===== config.mk =====
export PLATFORM = sky130hd
export DESIGN_NAME = gray_world_white_balance_contrast_top
export DESIGN_NICKNAME = d
export VERILOG_FILES = /design/src/rtl/gwwb_pkg.sv /design/src/rtl/gwwb_front.sv /design/src/rtl/gwwb_div.sv /design/src/rtl/gwwb_back.sv /design/src/rtl/gray_world_white_balance_contrast_top.sv
export SDC_FILE = /design/constraint.sdc
export NUM_CORES = 2
export LEC_CHECK = 0
export BUFFER_PORTS_ARGS = -buffer_cell sky130_fd_sc_hd__buf_2
export CAP_MARGIN = 20
export CORE_MARGIN = 3
export CORE_UTILIZATION = 65
export CTS_BUF_LIST = sky130_fd_sc_hd__clkbuf_16
export DETAILED_ROUTE_END_ITERATION = 16
export PLACE_DENSITY = 0.92
export REMOVE_ABC_BUFFERS = 1
export SLEW_MARGIN = 40
export SYNTH_ARGS = -nofsm -noshare
export SYNTH_HDL_FRONTEND = slang
export SYNTH_SLANG_ARGS = --single-unit

===== constraint.sdc =====
create_clock -name clk -period 11.2 [get_ports clk]
set_input_delay 1.12 -clock clk [delete_from_list [all_inputs] [get_ports clk]]
set_output_delay 1.12 -clock clk [all_outputs]
set_load 0.005 [all_outputs]

===== src/rtl/gwwb_pkg.sv =====
// ----------------------------------------------------------------------------
// gwwb_pkg: shared types and constants
// Widths, register indexes, reset values and the structs that pass between
// the queue front end, the correction back end and the gain divider.
// ----------------------------------------------------------------------------
package gwwb_pkg;

  localparam int PIX_W      = 8;
  localparam int SUM_W      = 28;
  localparam int TOT_W      = 30;   // sum of three channel sums
  localparam int DEN_W      = 30;   // three times one channel sum
  localparam int SCALE_W    = 24;   // unsigned Q8.16 gain
  localparam int BRIGHT_W   = 9;
  localparam int CONTRAST_W = 12;

  localparam int CFG_ADDR_W = 2;
  localparam int CFG_DATA_W = 12;

  localparam int QUEUE_DEPTH = 4;

  localparam logic [CFG_ADDR_W-1:0] REG_BRIGHTNESS = 2'd0;
  localparam logic [CFG_ADDR_W-1:0] REG_CONTRAST   = 2'd1;
  localparam logic [CFG_ADDR_W-1:0] REG_AWB_ENABLE = 2'd2;

  localparam logic signed [BRIGHT_W-1:0] BRIGHT_RST   = -9'sd35;
  localparam logic [CONTRAST_W-1:0]      CONTRAST_RST = 12'd320;
  localparam logic                       AWB_RST      = 1'b1;

  localparam logic [SUM_W-1:0]   SUM_MAX   = 28'hFFF_FFFF;
  localparam logic [SCALE_W-1:0] SCALE_ONE = 24'h01_0000;
  localparam logic [SCALE_W-1:0] SCALE_MAX = 24'hFF_FFFF;

  // Item kind after classification at the front end
  typedef enum logic [1:0] {
    OP_GATHER  = 2'd0,
    OP_RESTART = 2'd1,
    OP_CORRECT = 2'd2
  } op_t;

  typedef struct packed {
    op_t              op;
    logic [PIX_W-1:0] blue;
    logic [PIX_W-1:0] green;
    logic [PIX_W-1:0] red;
  } item_t;

  typedef struct packed {
    logic signed [BRIGHT_W-1:0] brightness;
    logic [CONTRAST_W-1:0]      contrast_q8;
    logic                       awb_enable;
  } cfg_t;

  typedef struct packed {
    logic             start;
    logic [TOT_W-1:0] total;
    logic [SUM_W-1:0] chan;
  } div_req_t;

  typedef struct packed {
    logic               done;
    logic [SCALE_W-1:0] quo;
  } div_rsp_t;

endpackage


===== src/rtl/gwwb_front.sv =====
// ----------------------------------------------------------------------------
// gwwb_front: input acceptance and item queue
// Classifies each accepted item and holds it in a small register queue
// until the back end takes it.
// ----------------------------------------------------------------------------
module gwwb_front #(
  parameter int DEPTH = gwwb_pkg::QUEUE_DEPTH
) (
  input  logic                       clk,
  input  logic                       rst_n,
  input  logic                       in_valid,
  output logic                       in_ready,
  input  logic                       in_cmd,
  input  logic                       in_restart,
  input  logic [gwwb_pkg::PIX_W-1:0] in_blue,
  input  logic [gwwb_pkg::PIX_W-1:0] in_green,
  input  logic [gwwb_pkg::PIX_W-1:0] in_red,
  input  logic                       pop,
  output logic                       head_valid,
  output gwwb_pkg::item_t            head
);

  localparam int PTR_W = (DEPTH > 1) ? $clog2(DEPTH) : 1;
  localparam int CNT_W = $clog2(DEPTH + 1);

  gwwb_pkg::item_t  q_mem [DEPTH];
  gwwb_pkg::item_t  item;
  logic [PTR_W-1:0] wr_ptr_r, wr_ptr_nxt;
  logic [PTR_W-1:0] rd_ptr_r, rd_ptr_nxt;
  logic [CNT_W-1:0] cnt_r, cnt_nxt;
  logic             push;

  always_comb begin
    if (in_cmd) begin
      item.op = gwwb_pkg::OP_CORRECT;
    end else if (in_restart) begin
      item.op = gwwb_pkg::OP_RESTART;
    end else begin
      item.op = gwwb_pkg::OP_GATHER;
    end
    item.blue  = in_blue;
    item.green = in_green;
    item.red   = in_red;
  end

  assign in_ready   = (cnt_r != CNT_W'(DEPTH));
  assign head_valid = (cnt_r != '0);
  assign head       = q_mem[rd_ptr_r];
  assign push       = in_valid && in_ready;

  always_comb begin
    wr_ptr_nxt = wr_ptr_r;
    rd_ptr_nxt = rd_ptr_r;
    cnt_nxt    = cnt_r;
    if (push) begin
      wr_ptr_nxt = (wr_ptr_r == PTR_W'(DEPTH - 1)) ? '0 : wr_ptr_r + 1'b1;
    end
    if (pop) begin
      rd_ptr_nxt = (rd_ptr_r == PTR_W'(DEPTH - 1)) ? '0 : rd_ptr_r + 1'b1;
    end
    if (push && !pop) begin
      cnt_nxt = cnt_r + 1'b1;
    end else if (pop && !push) begin
      cnt_nxt = cnt_r - 1'b1;
    end
  end

  always_ff @(posedge clk) begin
    if (!rst_n) begin
      wr_ptr_r <= '0;
      rd_ptr_r <= '0;
      cnt_r    <= '0;
    end else begin
      wr_ptr_r <= wr_ptr_nxt;
      rd_ptr_r <= rd_ptr_nxt;
      cnt_r    <= cnt_nxt;
    end
  end

  always_ff @(posedge clk) begin
    if (push) begin
      q_mem[wr_ptr_r] <= item;
    end
  end

endmodule


===== src/rtl/gwwb_div.sv =====
// ----------------------------------------------------------------------------
// gwwb_div: gain divider
// Computes total*2^16 / (3*chan), one quotient bit per cycle, saturated to
// the Q8.16 range; a zero channel sum gives zero.
// ----------------------------------------------------------------------------
module gwwb_div (
  input  logic               clk,
  input  logic               rst_n,
  input  gwwb_pkg::div_req_t req,
  output gwwb_pkg::div_rsp_t rsp
);

  localparam int QW  = gwwb_pkg::SCALE_W;
  localparam int CW  = $clog2(QW);
  localparam int DW  = gwwb_pkg::DEN_W;
  localparam int TW  = gwwb_pkg::TOT_W;
  localparam int SW  = gwwb_pkg::SUM_W;
  localparam int LIM = SW + 10;

  typedef enum logic [2:0] {
    DV_IDLE = 3'b001,
    DV_RUN  = 3'b010,
    DV_DONE = 3'b100
  } dv_state_t;

  dv_state_t       state_r, state_nxt;
  logic [CW-1:0]   cnt_r, cnt_nxt;
  logic [DW-1:0]   den_r, den_nxt;
  logic [DW-1:0]   rem_r, rem_nxt;
  logic [QW-1:0]   low_r, low_nxt;
  logic [QW-1:0]   quo_r, quo_nxt;
  logic [DW:0]     trial;
  logic [DW:0]     diff;
  logic            fits;
  logic [LIM-1:0]  limit;

  // quotient overflows 24 bits exactly when total >= 768 * chan
  assign limit = LIM'({req.chan, 9'b0}) + LIM'({req.chan, 8'b0});
  assign trial = {rem_r, low_r[QW-1]};
  assign diff  = trial - {1'b0, den_r};
  assign fits  = (trial >= {1'b0, den_r});

  always_comb begin
    state_nxt = state_r;
    cnt_nxt   = cnt_r;
    den_nxt   = den_r;
    rem_nxt   = rem_r;
    low_nxt   = low_r;
    quo_nxt   = quo_r;
    case (state_r)
      DV_IDLE: begin
        if (req.start) begin
          den_nxt = DW'(req.chan) + DW'({req.chan, 1'b0});
          rem_nxt = DW'(req.total[TW-1:8]);
          low_nxt = {req.total[7:0], 16'b0};
          cnt_nxt = CW'(QW - 1);
          quo_nxt = '0;
          if (req.chan == '0) begin
            state_nxt = DV_DONE;
          end else if (LIM'(req.total) >= limit) begin
            quo_nxt   = gwwb_pkg::SCALE_MAX;
            state_nxt = DV_DONE;
          end else begin
            state_nxt = DV_RUN;
          end
        end
      end
      DV_RUN: begin
        rem_nxt = fits ? diff[DW-1:0] : trial[DW-1:0];
        quo_nxt = {quo_r[QW-2:0], fits};
        low_nxt = {low_r[QW-2:0], 1'b0};
        cnt_nxt = cnt_r - 1'b1;
        if (cnt_r == '0) begin
          state_nxt = DV_DONE;
        end
      end
      DV_DONE: begin
        state_nxt = DV_IDLE;
      end
      default: begin
        state_nxt = DV_IDLE;
      end
    endcase
  end

  always_ff @(posedge clk) begin
    if (!rst_n) begin
      state_r <= DV_IDLE;
    end else begin
      state_r <= state_nxt;
    end
  end

  always_ff @(posedge clk) begin
    cnt_r <= cnt_nxt;
    den_r <= den_nxt;
    rem_r <= rem_nxt;
    low_r <= low_nxt;
    quo_r <= quo_nxt;
  end

  assign rsp.done = (state_r == DV_DONE);
  assign rsp.quo  = quo_r;

endmodule


===== src/rtl/gwwb_back.sv =====
// ----------------------------------------------------------------------------
// gwwb_back: statistics, gain update and pixel correction
// Takes items from the queue, keeps channel sums, refreshes gains through
// the divider and runs corrected pixels through two register stages.
// ----------------------------------------------------------------------------
module gwwb_back (
  input  logic                       clk,
  input  logic                       rst_n,
  input  gwwb_pkg::cfg_t             cfg,
  input  logic                       head_valid,
  input  gwwb_pkg::item_t            head,
  output logic                       pop,
  output gwwb_pkg::div_req_t         div_req,
  input  gwwb_pkg::div_rsp_t         div_rsp,
  output logic                       out_valid,
  input  logic                       out_ready,
  output logic [gwwb_pkg::PIX_W-1:0] out_blue,
  output logic [gwwb_pkg::PIX_W-1:0] out_green,
  output logic [gwwb_pkg::PIX_W-1:0] out_red
);

  localparam int PW = gwwb_pkg::PIX_W;
  localparam int SW = gwwb_pkg::SUM_W;
  localparam int GW = gwwb_pkg::SCALE_W;
  localparam int TW = gwwb_pkg::TOT_W;

  localparam logic [1:0] CH_BLUE  = 2'd0;
  localparam logic [1:0] CH_GREEN = 2'd1;
  localparam logic [1:0] CH_RED   = 2'd2;

  typedef enum logic [2:0] {
    ST_PROC     = 3'b001,
    ST_DIV_GO   = 3'b010,
    ST_DIV_WAIT = 3'b100
  } bk_state_t;

  function automatic logic [SW-1:0] sat_acc(logic [SW-1:0] base, logic [PW-1:0] pix);
    logic [SW:0] s;
    s = {1'b0, base} + (SW+1)'(pix);
    return s[SW] ? gwwb_pkg::SUM_MAX : s[SW-1:0];
  endfunction

  function automatic logic [PW-1:0] apply_gain(logic [PW-1:0] p, logic [GW-1:0] g,
                                               logic en);
    logic [PW+GW-1:0] prod;
    prod = (PW+GW)'(p) * (PW+GW)'(g);
    if (!en) begin
      return p;
    end else if (|prod[PW+GW-1:24]) begin
      return '1;
    end else begin
      return prod[23:16];
    end
  endfunction

  function automatic logic [PW-1:0] apply_contrast(logic [PW-1:0] q,
                                                   logic [11:0] c,
                                                   logic signed [8:0] b);
    logic [19:0]        prod;
    logic signed [21:0] boff;
    logic signed [21:0] t;
    prod = 20'(q) * 20'(c);
    boff = {{5{b[8]}}, b, 8'b0};
    t    = $signed({2'b00, prod}) + boff;
    if (t[21]) begin
      return '0;
    end else if (|t[20:16]) begin
      return '1;
    end else begin
      return t[15:8];
    end
  endfunction

  bk_state_t       state_r, state_nxt;
  logic [1:0]      ch_r, ch_nxt;
  logic            pending_r, pending_nxt;
  logic [SW-1:0]   sum_b_r, sum_g_r, sum_r_r;
  logic [SW-1:0]   sum_b_nxt, sum_g_nxt, sum_r_nxt;
  logic [GW-1:0]   scl_b_r, scl_g_r, scl_r_r;
  logic [GW-1:0]   scl_b_nxt, scl_g_nxt, scl_r_nxt;
  logic            s1_valid_r, out_valid_r;
  logic [PW-1:0]   s1_b_r, s1_g_r, s1_r_r;
  logic [PW-1:0]   out_b_r, out_g_r, out_r_r;
  logic            head_gather, head_correct;
  logic            out_load, s1_open, s1_load, gather_pop;
  logic [SW-1:0]   chan_sel;
  logic [SW-1:0]   base_b, base_g, base_r;

  assign head_gather  = head_valid && (head.op != gwwb_pkg::OP_CORRECT);
  assign head_correct = head_valid && (head.op == gwwb_pkg::OP_CORRECT);
  assign out_load     = !out_valid_r || out_ready;
  assign s1_open      = !s1_valid_r || out_load;

  assign gather_pop = (state_r == ST_PROC) && head_gather;
  assign s1_load    = (state_r == ST_PROC) && head_correct && !pending_r && s1_open;
  assign pop        = gather_pop || s1_load;

  always_comb begin
    case (ch_r)
      CH_BLUE:  chan_sel = sum_b_r;
      CH_GREEN: chan_sel = sum_g_r;
      CH_RED:   chan_sel = sum_r_r;
      default:  chan_sel = sum_r_r;
    endcase
  end

  assign div_req.start = (state_r == ST_DIV_GO);
  assign div_req.total = TW'(sum_b_r) + TW'(sum_g_r) + TW'(sum_r_r);
  assign div_req.chan  = chan_sel;

  // restart clears the sums before this pixel is added
  assign base_b = (head.op == gwwb_pkg::OP_RESTART) ? '0 : sum_b_r;
  assign base_g = (head.op == gwwb_pkg::OP_RESTART) ? '0 : sum_g_r;
  assign base_r = (head.op == gwwb_pkg::OP_RESTART) ? '0 : sum_r_r;

  always_comb begin
    state_nxt   = state_r;
    ch_nxt      = ch_r;
    pending_nxt = pending_r;
    sum_b_nxt   = sum_b_r;
    sum_g_nxt   = sum_g_r;
    sum_r_nxt   = sum_r_r;
    scl_b_nxt   = scl_b_r;
    scl_g_nxt   = scl_g_r;
    scl_r_nxt   = scl_r_r;
    case (state_r)
      ST_PROC: begin
        if (gather_pop) begin
          sum_b_nxt   = sat_acc(base_b, head.blue);
          sum_g_nxt   = sat_acc(base_g, head.green);
          sum_r_nxt   = sat_acc(base_r, head.red);
          pending_nxt = 1'b1;
        end else if (head_correct && pending_r) begin
          ch_nxt    = CH_BLUE;
          state_nxt = ST_DIV_GO;
        end
      end
      ST_DIV_GO: begin
        state_nxt = ST_DIV_WAIT;
      end
      ST_DIV_WAIT: begin
        if (div_rsp.done) begin
          case (ch_r)
            CH_BLUE:  scl_b_nxt = div_rsp.quo;
            CH_GREEN: scl_g_nxt = div_rsp.quo;
            default:  scl_r_nxt = div_rsp.quo;
          endcase
          if (ch_r == CH_RED) begin
            pending_nxt = 1'b0;
            state_nxt   = ST_PROC;
          end else begin
            ch_nxt    = ch_r + 1'b1;
            state_nxt = ST_DIV_GO;
          end
        end
      end
      default: begin
        state_nxt = ST_PROC;
      end
    endcase
  end

  always_ff @(posedge clk) begin
    if (!rst_n) begin
      state_r     <= ST_PROC;
      ch_r        <= CH_BLUE;
      pending_r   <= 1'b0;
      sum_b_r     <= '0;
      sum_g_r     <= '0;
      sum_r_r     <= '0;
      scl_b_r     <= gwwb_pkg::SCALE_ONE;
      scl_g_r     <= gwwb_pkg::SCALE_ONE;
      scl_r_r     <= gwwb_pkg::SCALE_ONE;
      s1_valid_r  <= 1'b0;
      out_valid_r <= 1'b0;
    end else begin
      state_r     <= state_nxt;
      ch_r        <= ch_nxt;
      pending_r   <= pending_nxt;
      sum_b_r     <= sum_b_nxt;
      sum_g_r     <= sum_g_nxt;
      sum_r_r     <= sum_r_nxt;
      scl_b_r     <= scl_b_nxt;
      scl_g_r     <= scl_g_nxt;
      scl_r_r     <= scl_r_nxt;
      if (s1_open) begin
        s1_valid_r <= s1_load;
      end
      if (out_load) begin
        out_valid_r <= s1_valid_r;
      end
    end
  end

  // stage one: white balance gain and clamp
  always_ff @(posedge clk) begin
    if (s1_load) begin
      s1_b_r <= apply_gain(head.blue,  scl_b_r, cfg.awb_enable);
      s1_g_r <= apply_gain(head.green, scl_g_r, cfg.awb_enable);
      s1_r_r <= apply_gain(head.red,   scl_r_r, cfg.awb_enable);
    end
  end

  // stage two: contrast, brightness and clamp into the output register
  always_ff @(posedge clk) begin
    if (out_load && s1_valid_r) begin
      out_b_r <= apply_contrast(s1_b_r, cfg.contrast_q8, cfg.brightness);
      out_g_r <= apply_contrast(s1_g_r, cfg.contrast_q8, cfg.brightness);
      out_r_r <= apply_contrast(s1_r_r, cfg.contrast_q8, cfg.brightness);
    end
  end

  assign out_valid = out_valid_r;
  assign out_blue  = out_b_r;
  assign out_green = out_g_r;
  assign out_red   = out_r_r;

endmodule


===== src/rtl/gray_world_white_balance_contrast_top.sv =====
// ----------------------------------------------------------------------------
// gray_world_white_balance_contrast_top: gray-world white balance with
// brightness and contrast
//
//   Channel   Dir  Handshake            Payload
//   in_*      in   in_tvalid/in_tready  tdata: blue, green, red; tuser: cmd, restart
//   out_*     out  out_tvalid/out_tready tdata: blue, green, red
//   cfg_*     in   cfg_we               cfg_addr, cfg_wdata (no read-back)
//
// Gather items are taken one per cycle while no gain refresh runs, and produce no
// output. Correct items are also taken one per cycle when stage one can load, and
// pass through stage one and the output register. The first correct item after a
// gather run waits for the divider on all three channels, one quotient bit per cycle.
// Reset (rst_n low, synchronous) empties the queue and pipeline, clears the sums,
// sets the gains to one and loads the configuration defaults. A stalled output
// holds the pipeline; the input queue keeps taking items until it is full.
// ----------------------------------------------------------------------------
module gray_world_white_balance_contrast_top #(
  parameter int QUEUE_DEPTH = gwwb_pkg::QUEUE_DEPTH
) (
  input  logic                            clk,
  input  logic                            rst_n,
  input  logic                            in_tvalid,
  output logic                            in_tready,
  input  logic [23:0]                     in_tdata,   // in_blue, in_green, in_red
  input  logic [1:0]                      in_tuser,   // cmd, restart
  output logic                            out_tvalid,
  input  logic                            out_tready,
  output logic [23:0]                     out_tdata,  // out_blue, out_green, out_red
  input  logic                            cfg_we,
  input  logic [gwwb_pkg::CFG_ADDR_W-1:0] cfg_addr,
  input  logic [gwwb_pkg::CFG_DATA_W-1:0] cfg_wdata
);

  gwwb_pkg::cfg_t     cfg_r, cfg_nxt;
  gwwb_pkg::item_t    head;
  gwwb_pkg::div_req_t div_req;
  gwwb_pkg::div_rsp_t div_rsp;
  logic               head_valid;
  logic               pop;
  logic [7:0]         res_blue, res_green, res_red;

  // Configuration registers; writes to an unused index are dropped.
  always_comb begin
    cfg_nxt = cfg_r;
    if (cfg_we) begin
      case (cfg_addr)
        gwwb_pkg::REG_BRIGHTNESS: cfg_nxt.brightness  = $signed(cfg_wdata[8:0]);
        gwwb_pkg::REG_CONTRAST:   cfg_nxt.contrast_q8 = cfg_wdata;
        gwwb_pkg::REG_AWB_ENABLE: cfg_nxt.awb_enable  = cfg_wdata[0];
        default: ;
      endcase
    end
  end

  always_ff @(posedge clk) begin
    if (!rst_n) begin
      cfg_r.brightness  <= gwwb_pkg::BRIGHT_RST;
      cfg_r.contrast_q8 <= gwwb_pkg::CONTRAST_RST;
      cfg_r.awb_enable  <= gwwb_pkg::AWB_RST;
    end else begin
      cfg_r <= cfg_nxt;
    end
  end

  // Front end: classify and queue each transfer
  gwwb_front #(
    .DEPTH (QUEUE_DEPTH)
  ) u_front (
    .clk        (clk),
    .rst_n      (rst_n),
    .in_valid   (in_tvalid),
    .in_ready   (in_tready),
    .in_cmd     (in_tuser[0]),
    .in_restart (in_tuser[1]),
    .in_blue    (in_tdata[7:0]),
    .in_green   (in_tdata[15:8]),
    .in_red     (in_tdata[23:16]),
    .pop        (pop),
    .head_valid (head_valid),
    .head       (head)
  );

  // Back end: sums, gain refresh and the correction pipeline
  gwwb_back u_back (
    .clk        (clk),
    .rst_n      (rst_n),
    .cfg        (cfg_r),
    .head_valid (head_valid),
    .head       (head),
    .pop        (pop),
    .div_req    (div_req),
    .div_rsp    (div_rsp),
    .out_valid  (out_tvalid),
    .out_ready  (out_tready),
    .out_blue   (res_blue),
    .out_green  (res_green),
    .out_red    (res_red)
  );

  // Shared divider for the three channel gains
  gwwb_div u_div (
    .clk   (clk),
    .rst_n (rst_n),
    .req   (div_req),
    .rsp   (div_rsp)
  );

  assign out_tdata = {res_red, res_green, res_blue};

endmodule


Word level (Yosys, flattened, before mapping) --
Memory sizes are Yosys's and may differ from the RTL's. A register that Yosys moved wholly into a read port is not among the register bits. Cells that the tools add are included.
Word-level totals: bits in registers 357, bits in writable memories 104, input bits 45, output and inout bits 26, logic and storage cells 183, memories 1
Cells by class: add/subtract/negate cells 17, multipliers 6, magnitude comparators 2, equal/unequal tests 24, mux-type cells 56, bitwise logic cells 1, reduce and logical (&&, ||, !) cells 47
Memory list:
- u_front.q_mem | depth 4, width 26, rd ports 1, clocked after Yosys merged registers in 1, wr ports 1, RTL line gwwb_front.sv:26 | gwwb_pkg::item_t q_mem [DEPTH];
Operator list (count):
- $mux W28 | 6
- $mul A8 B24 Y32 | 3
- $mux W24 | 4
- $pmux W24 S2 | 2
- $add A28 B8 Y29 | 3
- $mux W8 | 9
- $add A21 B17 Y22 | 3
- $mul A8 B12 Y20 | 3
- $mux W30 | 2
- $pmux W30 S2 | 1
- $pmux W28 S2 | 1
- $add A37 B36 Y38 | 1
- $ge A30 B38 Y1 | 1
- $ge A31 B30 Y1 | 1
- $add A28 B29 Y30 | 1
- $add A30 B28 Y30 | 1
- $sub A30 B30 Y30 | 1
- $add A28 B28 Y29 | 1
- $logic_not A28 Y1 | 1
- $mux W3 | 9
- $reduce_or A8 Y1 | 3
- $mux W2 | 10
- $reduce_or A5 Y1 | 3
- $reduce_and A2 Y1 | 7
- 31 further kinds | 76

Logic depth before layout (Yosys ltp) --
word-level depth 9, gate-level depth with buffers 36, depth with buffers taken out 35

By module --
Synthesis repeated with hierarchy kept, for this count alone.
Second synthesis, totals: cells, all modules 5833, area, all modules 52685.5 µm²
By module, submodules not included:
- gwwb_back | instances 1, cells an instance 4638, area an instance 39296.4 µm², sequential area each 4724.5 µm²
- gwwb_div | instances 1, cells an instance 915, area an instance 8217.9 µm², sequential area each 2972.9 µm²
- gwwb_front | instances 1, cells an instance 186, area an instance 4247.8 µm², sequential area each 3303.2 µm²
- gray_world_white_balance_contrast_top | instances 1, cells an instance 94, area an instance 923.4 µm², sequential area each 440.4 µm²

Worst setup path before layout --
No wires, ideal clock.
path kind reg-to-reg, start register (tool-made name), end register u_back.s1_b_r[6] (data pin), setup time 259 ps, data arrival time 6844 ps, data required time 10941 ps, path slack 4096 ps, stages on the path, launching flop included 25, path buffers 4, clock period less this slack 7104 ps, cells stage by stage dfxtp_1 -> buf_6 -> buf_4 -> buf_1 -> mux4_2 -> clkbuf_1 -> and2_1 -> fa_1 -> inv_1 -> fa_1 -> fa_1 -> inv_1 -> fa_1 -> ha_1 -> o21ai_0 -> or2_2 -> o41ai_1 -> nor2_1 -> o32ai_2 -> a21o_1 -> a21oi_1 -> o211ai_1 -> mux2i_1 -> o221a_2 -> a21oi_1
RTL lines:
- to (signal assigned) | RTL line gwwb_back.sv:198 | s1_b_r <= apply_gain(head.blue, scl_b_r, cfg.awb_enable);
- to (decl) | RTL line gwwb_back.sv:82 | logic [PW-1:0] s1_b_r, s1_g_r, s1_r_r;

Final worst setup path --
start register u_back.sum_b_r[0], end register u_div.quo_r[22] (data pin)
Between the ends: word-level cells in the longest chain between the ends 7, elaborated cells between the ends (all ways) 10, those cells by class add/sub (3); order compare (1); mux (5); reduce/logical (1)
Ends and longest elaborated chain:
- from (decl) | RTL line gwwb_back.sv:77 | logic [SW-1:0] sum_b_r, sum_g_r, sum_r_r;
- from (signal assigned) | RTL line gwwb_back.sv:180 | sum_b_r <= sum_b_nxt;
- $add A28 B28 Y29 / $pmux W28 S2 (equally long branches) | RTL line gwwb_back.sv:108, gwwb_back.sv:99
- $add A30 B28 Y30 / $add A37 B36 Y38 (equally long branches) | RTL line gwwb_back.sv:108, gwwb_div.sv:38
- $ge A30 B38 Y1 | RTL line gwwb_div.sv:60 | end else if (LIM'(req.total) >= limit) begin
- $mux W24 | RTL line gwwb_div.sv:60
- $mux W24 (*) | RTL line gwwb_div.sv:58 | if (req.chan == '0) begin
- $mux W24 (*) | RTL line gwwb_div.sv:52 | if (req.start) begin
- $pmux W24 S2 (*) | RTL line gwwb_div.sv:50 | case (state_r)
- via u_div.quo_nxt[22] | RTL line gwwb_div.sv:31 | logic [QW-1:0] quo_r, quo_nxt;
- to (signal assigned) | RTL line gwwb_div.sv:99 | quo_r <= quo_nxt;
- to (decl) | RTL line gwwb_div.sv:31
Mark *: on every way through the listed nets, which the timed path passes. The rest lies on a longest branch. The select of a mux whose other input is x is not followed. A chain may end at the register's enable or synchronous reset.

==> impl_metrics.json <==
{
  "maxSlewViolCount": 0,
  "dieArea_um2": 84400,
  "drt.antenna.violating_nets": 0,
  "reg2reg_depth": 32,
  "fillers": 5460,
  "clk_pin_slew_ns": 0.07,
  "grt_pass1_wl_um": 225000,
  "cts_setup_buffers": 0,
  "start_util": 0.661,
  "period_share": 0.700,
  "total_power_mw": 10.1,
  "synth_seq_cells": 447,
  "synth-edff-count": 249,
  "grt_max_degree": 89,
  "r2r_start": "u_back.sum_b_r[0]",
  "start_kind": "flop",
  "end_kind": "flop",
  "crit_fanout": 18,
  "synth_area_per_cell_um2": 8.96,
  "cpPeakStageDelay_ns": 0.59,
  "ys_seq_area_frac": 0.218,
  "hold_viol_final": 0,
  "drive_above_1_share": 0.0511,
  "antenna_found_initial": 4,
  "stdcell_area_um2": 55300,
  "grt_pass1_vias": 44900,
  "wl_met1_um": 50500,
  "num_rows": 103,
  "ys_top_cells_by_area": "fa_1 22%, edfxtp_1 14%, ha_1 11%",
  "met2_length_um": 66000,
  "rsz0062_at_grt": "no",
  "synth_cell_types": 95,
  "timing.max_cap.violations": 0,
  "critical_path_arrival_ns": 8.28,
  "grt_usage": 0.322,
  "cp_common_cell": "o21ai_0",
  "p_leak_nw": 25.5,
  "cts_hold_buf": 0,
  "dp_slack_ns": 3.48,
  "wirelength_um": 137000,
  "power_per_cell_area_nw_per_um2": 183,
  "multiInputGateArea_um2": 37300,
  "rrSetupSlack_ns": 3.36,
  "cts_max_level": 2,
  "portBuffers": 70,
  "place_area_um2": 53600,
  "syn_area_um2": 52600,
  "fp.dieH_um": 290,
  "path_class": "reg -> reg",
  "async_flop_share": 0,
  "layout.nets": 6882,
  "ys_top_cells_by_count": "773 x inv_1, 704 x nand2_1, 581 x fa_1",
  "cts_made_buffers": 50,
  "r2r_end": "u_div.quo_r[22]",
  "drt_iter0_markers": 4380,
  "dr_wl_met3_um": 13300,
  "worstPathRequired_ns": 11.64,
  "endpoint": "u_div.quo_r[22]",
  "syn_inst": 5869,
  "slew_headroom": 0.412,
  "hold_path.class": "reg -> reg",
  "yosysWarnings": 0,
  "insertion_delay_ns": 0.66,
  "drc": 0,
  "synth_top_area_frac": 0.221,
  "setup_viol": 0,
  "cts_resized": 0,
  "first_pass_iters": 6,
  "clock-root-buffer": "clkbuf_16",
  "critPathLaunch": "u_back.sum_b_r[0]",
  "synth_most_common_cell": "inv_1",
  "cts.sink_count": 447,
  "via_per_inst": 6.31,
  "worst_slew_pin_slew_ns": 0.880,
  "ys.flop_type": "edfxtp_1",
  "dp_hpwl_um": 101000,
  "max_freq_mhz": 128,
  "yosysTopAreaCell": "fa_1",
  "die-width_um": 290,
  "ios": 71,
  "final_util": 0.696,
  "run_status": "finished clean",
  "finClkSkew_ns": 0.0791,
  "top_layer_used": "met4",
  "vias": 43400,
  "wl_per_cell_um": 20.0,
  "clockBufferDepth": 3,
  "slowest_stage": "o31ai_1",
  "grt-ovfl-total": 0,
  "core_um2": 79500,
  "fin_ws_ns": 3.36,
  "syn2layout_area_growth_pct": 5.19,
  "finalSetupTns_ns": 0,
  "seqCellArea_um2": 11400,
  "cts_tree": "built",
  "vdd_drop_max_v": 0.000310,
  "period_minus_slack_ns": 7.84,
  "gp_congestion": 0.942
}
report_power, final:
group	switching (mW)	internal [mW]	leakage (nW)	total, mW
Combinational	3.73	2.35	20.8	6.09
Sequential	0.268	2.09	3.87	2.36
Clock	0.749	0.922	0.849	1.67
Total	4.75	5.36	25.5	10.1
worst min-delay path by stage:
stage,start,end,slack [ns],cells past startpoint
2_1_floorplan,u_back.s1_valid_r,u_back.out_valid,0.45,2
3_3_place_gp,cfg_r[10],cfg_r[10],0.45,2
3_5_place_dp,cfg_r[10],cfg_r[10],0.45,2
4_1_cts,cfg_r[10],cfg_r[10],0.46,2
5_1_grt,cfg_r[10],cfg_r[10],0.48,2
6_report,cfg_r[10],cfg_r[10],0.46,2
placed cells by master (no fill, tap or decap), drive strengths merged, types with 23 or more instances in the layout:
cell and instances:
a21oi 399, inv 795, xnor2 132, ha 483
clkbuf 50, or3 27, xor2 76, and3 39
a31oi 35, nor3 115, dfxtp 198, o21ai 190
nand3 69, a22o 30, and2 580, edfxtp 249
a21o 148, nor2b 42, nand4 32, nor2 239
o21bai 23, nand2 704, buf 109, fa 581
nand2b 39, o211ai 28, o21a 47, mux4 26
a211oi 35
worst max-delay path, delay by kind of cell (launching register included):
family | cells | cell delay, ns
fa+ha+maj | 4 | 1.28
xor+xnor | 2 | 0.28
buf+inv | 2 | 0.29
compound gates | 15 | 3.68
flops | 1 | 0.37
simple gates | 9 | 1.70
sequential cells by signal (all words and copies together) (netlist names), 22 cells and up, named ones only:
register,count
u_div.rem_r,30
u_back.scl_b_r,24
u_back.sum_b_r,28
u_back.scl_r_r,24
u_div.den_r,30
u_front.q_mem,104
u_div.quo_r,24
cfg_r,22
u_back.sum_g_r,28
u_back.scl_g_r,24
u_back.sum_r_r,28
routing by layer:
metal  GRT usage  up-vias
met1       0.390    21000
met2       0.546     2492
li1            -    19300
met3      0.0673      572
met4       0.167        0
met5           0        -
final cells by class:
| type | count | area share |
|---|---|---|
| clock buffers | 50 | 0.0226 |
| well taps | 1050 | 0.0237 |
| inverters | 774 | 0.0526 |
| flip-flops and latches | 447 | 0.207 |
| multi-input cells | 4391 | 0.675 |
| diodes | 2 | 0.0000905 |
| repair buffers | 109 | 0.0118 |
| clock inverters | 44 | 0.00728 |
cells by family (layout without fill, tap and decap cells):
group | Yosys count | in the layout | share of synthesized area
fa+ha+maj | 1064 | 1064 | 0.336
buf+inv | 1031 | 977 | 0.0741
other cells | 0 | 2 | 0
simple gates | 1965 | 1965 | 0.187
mux | 46 | 46 | 0.0150
compound gates | 1108 | 1108 | 0.136
xor+xnor | 208 | 208 | 0.0346
flops | 447 | 447 | 0.218
metrics by stage:
stage	std cells	hold slack, ns
floorplan	5612	0.446
global route	6866	0.480
CTS	6864	0.459
finish	6867	0.456
detailed placement	6770	0.450
global placement	6770	0.446
Power figures use the tool's default switching activity.
